[config.mk]
export PLATFORM = sky130hd
export DESIGN_NAME = telnet_iac_deframer
export DESIGN_NICKNAME = d
export VERILOG_FILES = /design/src/hw/rtl/tid_pkg.sv /design/src/hw/rtl/tid_parser.sv /design/src/hw/rtl/tid_out_stage.sv /design/src/hw/rtl/telnet_iac_deframer.sv
export SDC_FILE = /design/constraint.sdc
export NUM_CORES = 1
export LEC_CHECK = 0
export ABC_AREA = 1
export ABC_CLOCK_PERIOD_IN_PS = 3000
export BUFFER_PORTS_ARGS = -buffer_cell sky130_fd_sc_hd__buf_2
export CAP_MARGIN = 40
export CORE_MARGIN = 4
export CORE_UTILIZATION = 56
export DETAILED_ROUTE_END_ITERATION = 10
export PLACE_DENSITY_LB_ADDON = 0.05
export REMOVE_ABC_BUFFERS = 1
export SETUP_SLACK_MARGIN = 0.05
export SLEW_MARGIN = 15
export SYNTH_ARGS = -nofsm -noshare
export SYNTH_HDL_FRONTEND = slang
export SYNTH_SLANG_ARGS = --single-unit
[constraint.sdc]
create_clock -name clk_i -period 3 [get_ports clk_i]
set_clock_uncertainty 0.2 [all_clocks]
set_input_delay 0 -clock clk_i [delete_from_list [all_inputs] [get_ports clk_i]]
set_output_delay 0 -clock clk_i [all_outputs]
set_load 0.005 [all_outputs]
[src/hw/rtl/tid_pkg.sv]
// ---------------------------------------------------------------------------
// tid_pkg
// Shared types and constants for the Telnet IAC deframer.
// ---------------------------------------------------------------------------
`default_nettype none

package tid_pkg;

  localparam logic [7:0] TN_IAC  = 8'd255;
  localparam logic [7:0] TN_SE   = 8'd240;
  localparam logic [7:0] TN_GA   = 8'd249;
  localparam logic [7:0] TN_SB   = 8'd250;
  localparam logic [7:0] TN_WILL = 8'd251;
  localparam logic [7:0] TN_WONT = 8'd252;
  localparam logic [7:0] TN_DO   = 8'd253;
  localparam logic [7:0] TN_DONT = 8'd254;

  localparam logic [7:0] OPT_ECHO = 8'd1;
  localparam logic [7:0] OPT_GMCP = 8'd201;

  localparam logic [7:0] CH_CR = 8'd13;
  localparam logic [7:0] CH_LF = 8'd10;

  localparam int unsigned CFG_IDX_W = 2;
  localparam logic [CFG_IDX_W-1:0] CFG_FORCE_OFF_GA = 2'd0;
  localparam logic [CFG_IDX_W-1:0] CFG_GA_TO_LF     = 2'd1;

  localparam logic [1:0] SB_COUNT_MAX = 2'd3;

  typedef enum logic [2:0] {
    EV_DATA    = 3'd0,
    EV_REPLY   = 3'd1,
    EV_PROMPT  = 3'd2,
    EV_LF      = 3'd3,
    EV_ECHOON  = 3'd4,
    EV_ECHOOFF = 3'd5,
    EV_SBEND   = 3'd6
  } event_kind_e;

  typedef struct packed {
    logic force_off_ga;
    logic ga_to_lf;
  } cfg_t;

  typedef struct packed {
    logic        has;
    event_kind_e kind;
    logic [7:0]  text;
    logic [7:0]  verb;
    logic [7:0]  opt;
    logic        gmcp;
  } result_t;

endpackage

`default_nettype wire

[src/hw/rtl/tid_parser.sv]
// ---------------------------------------------------------------------------
// tid_parser
// Telnet command state and per-byte decode; produces at most one result.
// ---------------------------------------------------------------------------
`default_nettype none

module tid_parser (
  input  wire logic             clk_i,
  input  wire logic             rst_ni,
  input  wire logic             fire_i,
  input  wire logic [7:0]       byte_i,
  input  wire tid_pkg::cfg_t    cfg_i,
  output tid_pkg::result_t      res_o
);
  import tid_pkg::*;

  logic       after_iac_q, after_iac_d;
  logic       await_opt_q, await_opt_d;
  logic       in_sb_q, in_sb_d;
  logic [7:0] verb_q, verb_d;
  logic [7:0] sb_opt_q, sb_opt_d;
  logic [1:0] sb_cnt_q, sb_cnt_d;
  logic       gmcp_q, gmcp_d;
  result_t    res;

  always_comb begin
    after_iac_d = after_iac_q;
    await_opt_d = await_opt_q;
    in_sb_d     = in_sb_q;
    verb_d      = verb_q;
    sb_opt_d    = sb_opt_q;
    sb_cnt_d    = sb_cnt_q;
    gmcp_d      = gmcp_q;
    res         = '0;
    res.kind    = EV_DATA;
    if (fire_i) begin
      if (await_opt_q) begin
        await_opt_d = 1'b0;
        if (verb_q == TN_WILL) begin
          priority if (byte_i == OPT_ECHO) begin
            res.has  = 1'b1;
            res.kind = EV_ECHOOFF;
          end else if (byte_i == OPT_GMCP) begin
            if (!gmcp_q) begin
              gmcp_d   = 1'b1;
              res.has  = 1'b1;
              res.kind = EV_REPLY;
              res.verb = TN_DO;
              res.opt  = OPT_GMCP;
            end
          end else begin
            res.has  = 1'b1;
            res.kind = EV_REPLY;
            res.verb = TN_DONT;
            res.opt  = byte_i;
          end
        end else if (verb_q == TN_WONT) begin
          if (byte_i == OPT_ECHO) begin
            res.has  = 1'b1;
            res.kind = EV_ECHOON;
          end
        end else if (verb_q == TN_DO) begin
          res.has  = 1'b1;
          res.kind = EV_REPLY;
          if (byte_i == OPT_GMCP) begin
            gmcp_d   = 1'b1;
            res.verb = TN_WILL;
            res.opt  = OPT_GMCP;
          end else begin
            res.verb = TN_WONT;
            res.opt  = byte_i;
          end
        end
      end else if (in_sb_q) begin
        if (after_iac_q && byte_i == TN_SE) begin
          if (sb_opt_q == OPT_GMCP && sb_cnt_q == SB_COUNT_MAX) begin
            res.has  = 1'b1;
            res.kind = EV_SBEND;
            res.opt  = OPT_GMCP;
          end
          in_sb_d     = 1'b0;
          after_iac_d = 1'b0;
        end else begin
          if (sb_cnt_q == 2'd0) begin
            sb_opt_d = byte_i;
          end
          if (sb_cnt_q != SB_COUNT_MAX) begin
            sb_cnt_d = sb_cnt_q + 2'd1;
          end
          if (after_iac_q) begin
            after_iac_d = 1'b0;
          end else if (byte_i == TN_IAC) begin
            after_iac_d = 1'b1;
          end
        end
      end else if (after_iac_q) begin
        after_iac_d = 1'b0;
        if (byte_i == TN_IAC) begin
          res.has  = 1'b1;
          res.kind = EV_DATA;
          res.text = TN_IAC;
        end else if (byte_i >= TN_WILL && byte_i <= TN_DONT) begin
          await_opt_d = 1'b1;
          verb_d      = byte_i;
        end else if (byte_i == TN_SB) begin
          in_sb_d  = 1'b1;
          sb_cnt_d = 2'd0;
          sb_opt_d = 8'd0;
        end else if (byte_i == TN_GA) begin
          if (!cfg_i.force_off_ga) begin
            res.has  = 1'b1;
            res.kind = EV_PROMPT;
          end else if (cfg_i.ga_to_lf) begin
            res.has  = 1'b1;
            res.kind = EV_LF;
          end
        end
      end else if (byte_i == TN_IAC) begin
        after_iac_d = 1'b1;
      end else if (byte_i != CH_CR) begin
        res.has  = 1'b1;
        res.kind = EV_DATA;
        res.text = byte_i;
      end
    end
    res.gmcp = gmcp_d;
  end

  assign res_o = res;

  always_ff @(posedge clk_i or negedge rst_ni) begin
    if (!rst_ni) begin
      after_iac_q <= 1'b0;
      await_opt_q <= 1'b0;
      in_sb_q     <= 1'b0;
      verb_q      <= 8'd0;
      sb_opt_q    <= 8'd0;
      sb_cnt_q    <= 2'd0;
      gmcp_q      <= 1'b0;
    end else begin
      after_iac_q <= after_iac_d;
      await_opt_q <= await_opt_d;
      in_sb_q     <= in_sb_d;
      verb_q      <= verb_d;
      sb_opt_q    <= sb_opt_d;
      sb_cnt_q    <= sb_cnt_d;
      gmcp_q      <= gmcp_d;
    end
  end

  a_opt_not_sb: assert property (@(posedge clk_i) disable iff (!rst_ni)
    !(await_opt_q && in_sb_q))
    else $error("option wait inside subnegotiation");

  a_opt_no_iac: assert property (@(posedge clk_i) disable iff (!rst_ni)
    !(await_opt_q && after_iac_q))
    else $error("option wait with IAC pending");

  a_gmcp_sticky: assert property (@(posedge clk_i) disable iff (!rst_ni)
    gmcp_q |=> gmcp_q)
    else $error("GMCP flag cleared");

  a_sbend_count: assert property (@(posedge clk_i) disable iff (!rst_ni)
    (res.has && res.kind == EV_SBEND) |-> (in_sb_q && sb_cnt_q == SB_COUNT_MAX))
    else $error("subneg end without payload");

endmodule

`default_nettype wire

[src/hw/rtl/tid_out_stage.sv]
// ---------------------------------------------------------------------------
// tid_out_stage
// Result register toward the consumer; frees itself as the item is taken.
// ---------------------------------------------------------------------------
`default_nettype none

module tid_out_stage (
  input  wire logic             clk_i,
  input  wire logic             rst_ni,
  input  wire logic             load_i,
  input  wire tid_pkg::result_t res_i,
  output logic                  free_o,
  output logic                  valid_o,
  input  wire logic             ready_i,
  output tid_pkg::result_t      res_o
);
  import tid_pkg::*;

  logic    valid_q, valid_d;
  result_t res_q;

  assign free_o = !valid_q || ready_i;

  always_comb begin
    valid_d = valid_q;
    if (load_i) begin
      valid_d = 1'b1;
    end else if (ready_i) begin
      valid_d = 1'b0;
    end
  end

  always_ff @(posedge clk_i or negedge rst_ni) begin
    if (!rst_ni) begin
      valid_q <= 1'b0;
    end else begin
      valid_q <= valid_d;
    end
  end

  always_ff @(posedge clk_i) begin
    if (load_i) begin
      res_q <= res_i;
    end
  end

  assign valid_o = valid_q;
  assign res_o   = res_q;

  a_load_free: assert property (@(posedge clk_i) disable iff (!rst_ni)
    load_i |-> free_o)
    else $error("result overwritten before taken");

  a_hold: assert property (@(posedge clk_i) disable iff (!rst_ni)
    (valid_q && !ready_i) |=> (valid_q && $stable(res_q)))
    else $error("stalled result changed");

  a_loaded: assert property (@(posedge clk_i) disable iff (!rst_ni)
    load_i |=> valid_q)
    else $error("loaded result not shown");

endmodule

`default_nettype wire

[src/hw/rtl/telnet_iac_deframer.sv]
// ---------------------------------------------------------------------------
// telnet_iac_deframer
// Splits a received byte stream into text and Telnet IAC command events.
// ---------------------------------------------------------------------------
//  channel  direction  handshake                 payload
//  rx       in         in_valid_i / in_ready_o   rx_byte_i
//  event    out        out_valid_o / out_ready_i event_kind_o, text_byte_o,
//                                                reply_verb_o, option_code_o,
//                                                gmcp_active_o
//  cfg      in         cfg_we_i (no wait)        cfg_idx_i, cfg_wdata_i
//
//  One byte per cycle sustained while the event side takes each event; each
//  byte waits in the input register, is decoded and, if it yields an event,
//  sits in the result register from the next cycle. Reset clears all command
//  state and settings; a stalled result register holds the decode stage,
//  which in turn holds the input.
// ---------------------------------------------------------------------------
`default_nettype none

module telnet_iac_deframer (
  input  wire logic                           clk_i,
  input  wire logic                           rst_ni,
  input  wire logic                           in_valid_i,
  output logic                                in_ready_o,
  input  wire logic [7:0]                     rx_byte_i,
  output logic                                out_valid_o,
  input  wire logic                           out_ready_i,
  output logic [2:0]                          event_kind_o,
  output logic [7:0]                          text_byte_o,
  output logic [7:0]                          reply_verb_o,
  output logic [7:0]                          option_code_o,
  output logic                                gmcp_active_o,
  input  wire logic                           cfg_we_i,
  input  wire logic [tid_pkg::CFG_IDX_W-1:0]  cfg_idx_i,
  input  wire logic                           cfg_wdata_i
);
  import tid_pkg::*;

  cfg_t       cfg_q, cfg_d;
  logic       in_valid_q, in_valid_d;
  logic [7:0] in_byte_q;
  logic       fire;
  logic       out_free;
  result_t    res;
  result_t    res_out;

  always_comb begin
    cfg_d = cfg_q;
    if (cfg_we_i) begin
      unique case (cfg_idx_i)
        CFG_FORCE_OFF_GA: cfg_d.force_off_ga = cfg_wdata_i;
        CFG_GA_TO_LF:     cfg_d.ga_to_lf     = cfg_wdata_i;
        default:          cfg_d = cfg_q;
      endcase
    end
  end

  assign fire       = in_valid_q && out_free;
  assign in_ready_o = !in_valid_q || fire;

  always_comb begin
    in_valid_d = in_valid_q;
    if (in_valid_i && in_ready_o) begin
      in_valid_d = 1'b1;
    end else if (fire) begin
      in_valid_d = 1'b0;
    end
  end

  always_ff @(posedge clk_i or negedge rst_ni) begin
    if (!rst_ni) begin
      cfg_q      <= '0;
      in_valid_q <= 1'b0;
    end else begin
      cfg_q      <= cfg_d;
      in_valid_q <= in_valid_d;
    end
  end

  always_ff @(posedge clk_i) begin
    if (in_valid_i && in_ready_o) begin
      in_byte_q <= rx_byte_i;
    end
  end

  tid_parser u_parser (
    .clk_i  (clk_i),
    .rst_ni (rst_ni),
    .fire_i (fire),
    .byte_i (in_byte_q),
    .cfg_i  (cfg_q),
    .res_o  (res)
  );

  tid_out_stage u_out (
    .clk_i   (clk_i),
    .rst_ni  (rst_ni),
    .load_i  (fire && res.has),
    .res_i   (res),
    .free_o  (out_free),
    .valid_o (out_valid_o),
    .ready_i (out_ready_i),
    .res_o   (res_out)
  );

  assign event_kind_o  = 3'(res_out.kind);
  assign text_byte_o   = res_out.text;
  assign reply_verb_o  = res_out.verb;
  assign option_code_o = res_out.opt;
  assign gmcp_active_o = res_out.gmcp;

  a_in_hold: assert property (@(posedge clk_i) disable iff (!rst_ni)
    (in_valid_q && !fire) |=> (in_valid_q && $stable(in_byte_q)))
    else $error("pending item lost");

  a_fire_valid: assert property (@(posedge clk_i) disable iff (!rst_ni)
    fire |-> (in_valid_q && out_free))
    else $error("decode without item");

  a_no_accept_full: assert property (@(posedge clk_i) disable iff (!rst_ni)
    (in_valid_q && !out_free) |-> !in_ready_o)
    else $error("accept while stalled");

endmodule

`default_nettype wire

; ---- Word-level counts from Yosys, hierarchy flattened
; Index checks and enable logic that the tools add are counted.
[totals]
elab_cells = 143
in_bits = 16
regBits = 62
out_inout_bits = 30
[classes]
n_eq_ne = 19
add_sub_neg = 1
reduce_logical = 24
order_cmp = 2
n_mux = 76
bitwise = 4
[op_table]
columns = op, n
row1 = 8-bit two-way mux, 15
row2 = 16-bit two-way mux, 6
row3 = "8-bit == test, second input constant", 9
row4 = 4-bit two-way mux, 17
row5 = 12-bit two-way mux, 3
row6 = 28-bit two-way mux, 1
row7 = 1-bit two-way mux, 26
row8 = 8-bit AND reduction, 2
row9 = 2-bit two-way mux, 7
row10 = 11-bit two-way mux, 1
row11 = "8-bit by 1-bit == test with 1-bit output, second input constant", 1
row12 = "8-bit >= comparator, second input constant", 1
row13 = "8-bit less-or-equal comparator, second input constant", 1
row14 = "2-bit inequality test, second input constant", 4
row15 = "8-bit by 4-bit inequality test with 1-bit output, second input constant", 1
row16 = 2-bit AND reduction, 4
row17 = 2-bit nonzero test, 4
row18 = 1-bit logical AND, 6
row19 = 6-bit AND reduction, 1
row20 = 2-bit logical NOT, 2
row21 = "2-bit by 1-bit inequality test with 1-bit output, second input constant", 2
row22 = 1-bit inverter, 4
row23 = 3-bit OR reduction, 1
row24 = "2-bit by 1-bit adder with 2-bit output, second input constant", 1
row25 = other kinds (4), 6

; ---- Longest topological paths before layout
; Gate-level depths: netlist of run 1.
[logic_depth]
ltp_word = 12
mapped_depth = 10
ltp_nobuf = 10

; ---- By module
; A second synthesis of run 1 with hierarchy kept.
[hier_totals]
hier_cells = 333
area_unflattened_um2 = 3059.2
[by_module_without_submodules]
columns = mod, cells_per_inst, n_inst, seq_area_each_um2, area_each_um2
row1 = tid_parser, 269, 1, 550.5, 1747.9
row2 = tid_out_stage, 34, 1, 895.9, 915.9
row3 = telnet_iac_deframer, 30, 1, 315.3, 395.4

; ---- Worst setup path after synthesis of run 1
; No wires, ideal clock.
[synth_path]
path_kind = reg2reg
start = reg u_out.valid_q, in the netlist u_out.valid_o
end = reg u_out.res_q, in the netlist u_out.res_o[0] (enable)
slack_ns = 0.729
path_stages_with_launch = 10
arrival_time_ns = 1.692
setup_time_ns = 0.379
cell_sequence = dfrtp_1 > nand2_1 > nand2_1 > nor2_2 > nand2_2 > clkinv_1 > nand3_1 > nand2_1 > nor2_1 > inv_1
[synth_between]
elab_chain_cells = 5
[synth_lines]
columns = element, line_no
row1 = "start, declared", tid_out_stage.sv:19  ; logic valid_q, valid_d;
row2 = "start signal, assigned", tid_out_stage.sv:37  ; valid_q <= valid_d;
row3 = 1-bit logical NOT *, tid_out_stage.sv:22  ; assign free_o = !valid_q || ready_i;
row4 = 1-bit logical OR *, tid_out_stage.sv:22
row5 = 1-bit logical AND *, telnet_iac_deframer.sv:58  ; assign fire = in_valid_q && out_free;
row6 = 28-bit two-way mux, tid_parser.sv:36  ; if (fire_i) begin
row7 = 1-bit logical AND *, telnet_iac_deframer.sv:98  ; .load_i (fire && res.has),
row8 = via u_out.load_i, tid_out_stage.sv:10  ; input wire logic load_i,
row9 = "end signal, assigned", tid_out_stage.sv:43  ; res_q <= res_i;
row10 = "end, declared", tid_out_stage.sv:20  ; result_t res_q;
; The timed path passes the listed nets; every way through them passes the cells marked *.
; A chain may end at the register's enable or synchronous reset.

; ---- Worst setup path after layout of run 1
[layout_path]
start = reg in_byte_q[1]
end = reg u_out.res_q, in the netlist u_out.res_o[10] (enable)
[layout_between]
elab_chain_cells = 10
[layout_lines]
columns = element, line_no
row1 = "start, declared", telnet_iac_deframer.sv:41  ; logic [7:0] in_byte_q;
row2 = "start signal, assigned", telnet_iac_deframer.sv:82  ; in_byte_q <= rx_byte_i;
row3 = "parallel branches: the longest is 7 deep, another holds 8-bit >= comparator", --
row4 = 4-bit two-way mux *, tid_parser.sv:37  ; if (await_opt_q) begin
row5 = 28-bit two-way mux *, tid_parser.sv:36
row6 = 1-bit logical AND *, telnet_iac_deframer.sv:98
row7 = via u_out.load_i, tid_out_stage.sv:10
; Mark *: on every way through the listed nets, which the timed path passes.

==> flow_summary.json, run 1 <==
{
  "fmax_ghz": 0.427,
  "place.gp.congestion": 0.931,
  "setup_tns_ps": 0,
  "fin_util": 0.709,
  "fp.dieW_um": 78.4,
  "synth_area_mm2": 0.00278,
  "rsz0062_at_grt": "false",
  "clk_path_buf_depth": 2,
  "insertion_delay_ps": 340,
  "slew_viol_final": 0,
  "io_pins": 46,
  "drive_gt1_frac": 0.228,
  "cts.sinks": 58,
  "grt_util_all_layers": 0.220,
  "wl_per_cell_um": 13.5,
  "hold_path_class": "in2async",
  "dp_hpwl_um": 3990,
  "critPathCaptureType": "flop",
  "via_per_inst": 4.95,
  "critPathArrivalTime_ps": 2210,
  "hold_viol_final": 0,
  "status": "complete, no violations",
  "leakage_nw": 1.55,
  "initial_core_util": 0.584,
  "cts_tree": "built",
  "period_needed_ps": 2340,
  "grt_pass1_vias": 2115,
  "r2r_cells": 11,
  "root_buffer": "clkbuf_8",
  "grt_max_degree": 27,
  "synth_edf_count": 32,
  "synthArstFlopShare": 0.448,
  "cts.clk_slew.worst_paths_ps": 60,
  "drv_cap": 0,
  "cts_setup_buffers": 0,
  "relSlewSlack": 0.600,
  "yosys-top-cells-area": "edfxtp_1, dfrtp_1, nand2_1",
  "crit_type": "reg2reg",
  "ys_seq_area_frac": 0.581,
  "ant_nets": 0,
  "drc": 0,
  "ys_seq_elements": 58,
  "dieArea_mm2": 0.00615,
  "route.vias.total": 2160,
  "antenna_found_initial": 0,
  "io_buffers": 45,
  "layout.nets": 382,
  "synth_top_area_cell": "edfxtp_1",
  "power_mw": 2.37,
  "numCtsBuffers": 9,
  "synth_cell_types": 28,
  "powerDensity_mw_per_mm2": 704,
  "synth_most_common_cell": "nand2_1",
  "setup_viol": 0,
  "tightest_slew_ps": 600,
  "cts_max_level": 3,
  "fillCellCount": 389,
  "core.rowCount": 25,
  "yosysWarnings": 0,
  "crit_fanout": 24,
  "syn_avg_cell_area_um2": 9.31,
  "cp-start-kind": "flop",
  "yosys_most_used_dff": "edfxtp_1",
  "antennaDiodeCount": 0,
  "period_share": 0.780,
  "dieHeight_um": 78.4,
  "routed_wirelength_um": 5880,
  "core_region_area_mm2": 0.00475,
  "drt_iter0_drc": 133,
  "area_growth_pct": 21.5,
  "postSynthCellCount": 298,
  "netlist_top_cells_count": "nand2_1, inv_1, nor2_1",
  "ir_worst_vdd_v": 0.000605,
  "yosys.area.top_type_share": 0.346,
  "required_ps": 2870,
  "firstDrtPassIters": 4,
  "grt-ovfl-total": 0,
  "grt_first_pass_wirelength_um": 10000
}
-- critical path, stage by stage, from the launching register on --
cell,delay [ps]
edfxtp_1,480
inv_1,230
nand2_1,120
nor2_1,190
nand3_1,150
nand2_1,90
nand2_1,50
nand2_1,70
nand2_1,50
nor2_1,160
inv_1,60
buf_4,220
-- repair_timing --
item                                   4_1_cts  5_1_grt
hold buffers                                17        0
gates resized for setup                      0        0
endpoints found under the hold margin       46        0
-- routing by layer --
metal / vias up / wire, um / GRT usage
li1: 1107 / - / -
met5: - / 0 / 0
met1: 989 / 2570 / 0.277
met4: 0 / 131 / 0.103
met3: 10 / 302 / 0.0585
met2: 54 / 2880 / 0.354
-- cells in the final DEF, fill, tap and decap left out --
| cell type | count |
|---|---|
| nand2_1 | 75 |
| a21oi_1 | 13 |
| dlygate4sd3_1 | 17 |
| a31oi_1 | 1 |
| clkbuf_8 | 10 |
| nor2_8 | 1 |
| clkinv_2 | 5 |
| clkinv_1 | 1 |
| buf_2 | 45 |
| o21ai_1 | 4 |
| nand3_1 | 18 |
| nor2_1 | 33 |
| nand3_4 | 1 |
| a21oi_4 | 1 |
| nor3_1 | 3 |
| ha_1 | 2 |
| nand2_2 | 7 |
| buf_4 | 1 |
| nand3b_1 | 1 |
| edfxtp_1 | 32 |
| dfrtp_1 | 26 |
| nor2_2 | 2 |
| o211ai_1 | 2 |
| nand4_1 | 6 |
| o31ai_1 | 2 |
| o21ai_0 | 10 |
| nand2_4 | 1 |
| inv_1 | 39 |
| clkinvlp_4 | 1 |
| o21ai_2 | 9 |
-- metrics by stage --
stage / setup slack (ps) / instance area (um2) / instances / hold slack, ps
final: 660 / 3370 / 436 / 3.81
after global routing: 443 / 3370 / 436 / 66.8
after CTS: 654 / 3370 / 436 / 23.5
after detailed placement: 659 / 3030 / 403 / -151
after global placement: 735 / 3030 / 403 / -159
after floorplan: 729 / 2710 / 290 / -496
-- power by group --
part           switching [mW]  internal [mW]  total, mW  leakage, nW
registers               0.115           1.08       1.19        0.626
logic                   0.344          0.225      0.569        0.834
clock network           0.299          0.313      0.613       0.0916
total                   0.758           1.61       2.37         1.55
-- cells by family (layout without fill, tap and decap cells) --
family / Yosys count / after routing / share of synthesized area
adder cells (fa/ha/maj): 2 / 2 / 0.00902
flip-flops: 58 / 58 / 0.581
buffers and inverters: 48 / 119 / 0.0762
AO/OA/AOI/OAI: 42 / 42 / 0.0960
AND/OR/NAND/NOR: 148 / 148 / 0.238
-- sequential cells by signal, summed over array words and instances (netlist names) --
| signal | count |
|---|---|
| u_parser.after_iac_q | 1 |
| u_out.res_o | 24 |
| u_out.valid_o | 1 |
| u_parser.gmcp_q | 1 |
| cfg_q | 2 |
| u_parser.await_opt_q | 1 |
| u_parser.in_sb_q | 1 |
| in_valid_q | 1 |
| in_byte_q | 8 |
| u_parser.verb_q | 8 |
| u_parser.sb_opt_q | 8 |
| u_parser.sb_cnt_q | 2 |
-- final cells by class --
cell class,count,area (um2),share of cell area
sequential,58,1610,0.478
multi-input combinational,192,952,0.282
timing repair buffer,63,403,0.120
inverter,40,150,0.0445
clock buffer,10,138,0.0408
tap,67,83.8,0.0249
clock inverter,6,32.5,0.00965
-- worst paths after layout --
| check | from | end | slack [ps] |
|---|---|---|---|
| min in group clk_i | rx_byte_i[4] | in_byte_q[4] | 170 |
| hold / removal | rst_ni | u_parser.verb_q[4] | 4 |
| max in group asynchronous | rst_ni | u_parser.after_iac_q | 2200 |
| hold reg to reg | u_parser.verb_q[5] | u_parser.verb_q[5] | 270 |
| setup reg to reg | in_byte_q[1] | u_out.res_o[10] | 660 |
| setup / recovery | in_byte_q[1] | u_out.res_o[10] | 660 |
Note: power is estimated with default switching activity, not from simulation.
==> run 2, diff against run 1 <==
--- a/config.mk
+++ b/config.mk
@@ -6,11 +6,11 @@
 export NUM_CORES = 1
 export LEC_CHECK = 0
 export ABC_AREA = 1
-export ABC_CLOCK_PERIOD_IN_PS = 3000
+export ABC_CLOCK_PERIOD_IN_PS = 2000
 export BUFFER_PORTS_ARGS = -buffer_cell sky130_fd_sc_hd__buf_2
 export CAP_MARGIN = 40
 export CORE_MARGIN = 4
-export CORE_UTILIZATION = 56
+export CORE_UTILIZATION = 50
 export DETAILED_ROUTE_END_ITERATION = 10
 export PLACE_DENSITY_LB_ADDON = 0.05
 export REMOVE_ABC_BUFFERS = 1
==> constraint.sdc (replaced) <==
create_clock -name clk_i -period 2 [get_ports clk_i]
set_clock_uncertainty 0.2 [all_clocks]
set_input_delay 0 -clock clk_i [delete_from_list [all_inputs] [get_ports clk_i]]
set_output_delay 0 -clock clk_i [all_outputs]
set_load 0.005 [all_outputs]
==> flow_summary.json, run 2 (synthesized netlist as in run 1, its figures left out) <==
{
  "drive_gt1_frac": 0.385,
  "ant_nets": 0,
  "final_common_cell": "nand2_1",
  "required_ps": 1860,
  "reg2reg_slack_ps": -40,
  "clk_path_buf_depth": 2,
  "relSlewSlack": 0.580,
  "layout_common_cells": "nand2_1, buf_2, inv_1, buf_4, edfxtp_1",
  "grt_max_degree": 27,
  "core_region_area_mm2": 0.00524,
  "root_buffer": "clkbuf_8",
  "antennaDiodeCount": 0,
  "place_ws_ps": -30.9,
  "routed_wirelength_um": 6750,
  "ir_worst_vdd_v": 0.000671,
  "crit_type": "reg2reg",
  "core.rowCount": 26,
  "placed_cells": 423,
  "fp.dieW_um": 82.5,
  "power_mw": 4.11,
  "crit_fanout": 6,
  "drt_iter0_drc": 138,
  "status": "finished with violations",
  "period_share": 1.02,
  "initial_core_util": 0.530,
  "route.vias.total": 2389,
  "antenna_found_initial": 0,
  "grt_pass1_vias": 2174,
  "cts.sinks": 58,
  "grt_util_all_layers": 0.205,
  "drc": 0,
  "violations": "setup timing",
  "period_needed_ps": 2040,
  "fmax_ghz": 0.491,
  "layout.nets": 418,
  "place.gp.congestion": 0.927,
  "io_buffers": 45,
  "postLayoutSetupSlackWorst_ps": -35.6,
  "critPathCaptureType": "flop",
  "io_pins": 46,
  "leakage_nw": 1.77,
  "numCtsBuffers": 9,
  "tightest_slew_ps": 630,
  "slew_viol_final": 0,
  "hold_path_class": "in2async",
  "dp_hpwl_um": 4260,
  "fillCellCount": 390,
  "worst_hold_slack_ps": 5.06,
  "fin_util": 0.738,
  "wl_per_cell_um": 14.2,
  "cts_tree": "built",
  "powerDensity_mw_per_mm2": 1060,
  "stdcell_count": 475,
  "area_growth_pct": 39.3,
  "dieHeight_um": 82.5,
  "insertion_delay_ps": 340,
  "grt-ovfl-total": 0,
  "cts_max_level": 3,
  "via_per_inst": 5.03,
  "cts.clk_slew.worst_paths_ps": 60,
  "grt_first_pass_wirelength_um": 10000,
  "dieArea_mm2": 0.00681,
  "hold_viol_final": 0,
  "critPathArrivalTime_ps": 1900,
  "drv_cap": 0,
  "cp-start-kind": "flop",
  "largest_reg_flops": 24,
  "rsz0062_at_grt": "true",
  "setup_viol": 18,
  "firstDrtPassIters": 5
}
## run 2: changes by cell type in the layout (fill, tap and decap cells not counted), moves of 3 or more
cell / before / now
nor2_2: 2 / 7
clkbuf_1: 0 / 3
clkinv_2: 5 / 1
inv_2: 0 / 5
buf_4: 1 / 33
inv_1: 39 / 33
nand3_2: 0 / 5
nand2_1: 75 / 59
nand2_2: 7 / 21
nand3_1: 18 / 13
nor2_4: 0 / 6
nor2_1: 33 / 22
## run 2: per-stage QoR
stage | TNS (ps) | area (um2)
6_report | -476 | 3870
5_1_grt | -2040 | 3870
4_1_cts | 0 | 3570
3_5_place_dp | -697 | 3170
3_3_place_gp | -876 | 3170
2_1_floorplan | -6500 | 2710
## run 2: metal layers
| metal | wire length (um) | GRT usage | share of wire |
|---|---|---|---|
| met2 | 3430 | 0.345 | 0.51 |
| met5 | 0 | 0 | 0 |
| met3 | 379 | 0.0510 | 0.056 |
| met1 | 2790 | 0.244 | 0.41 |
| met4 | 156 | 0.105 | 0.023 |
## run 2: where the power goes
group          total (mW)  switching, mW  internal, mW  leakage [nW]
Combinational        1.27          0.671         0.597          1.04
Sequential           1.76          0.146          1.61         0.626
Clock                1.09          0.443         0.643         0.101
## run 2: worst paths after layout
path,from,endpoint,cells after the start
max in group asynchronous,rst_ni,u_parser.after_iac_q,2
hold / removal,rst_ni,u_parser.verb_q[2],2
setup reg to reg,in_byte_q[3],u_out.res_o[11],9
setup / recovery,in_byte_q[3],u_out.res_o[11],9
hold reg to reg,u_parser.verb_q[4],u_parser.verb_q[4],2
min in group clk_i,rx_byte_i[0],in_byte_q[0],2
## run 2: critical path, cell delays in order, from the launching register on
cell	delay, ps
edfxtp_1	520
nor2_2	170
buf_4	140
nand3_1	90
nor2_1	130
nand3_1	100
nand2_2	100
nor2_4	50
inv_4	100
clkbuf_16	160
## run 2: repair_timing
item	4_1_cts	5_1_grt
gates resized for setup	2	48
pin swaps	0	19
endpoints found under the hold margin	47	0
gates cloned	0	4
buffers inserted	4	12
endpoints found under the setup margin	26	41
hold buffers	16	0
## run 2: layout make-up
cell class	instances	area, um2	share of cell area
timing repair buffer	98	714	0.185
tap	70	87.6	0.0227
clock buffer	14	163	0.0421
sequential	58	1610	0.417
inverter	40	153	0.0395
multi-input combinational	193	1100	0.285
clock inverter	2	35.0	0.00906
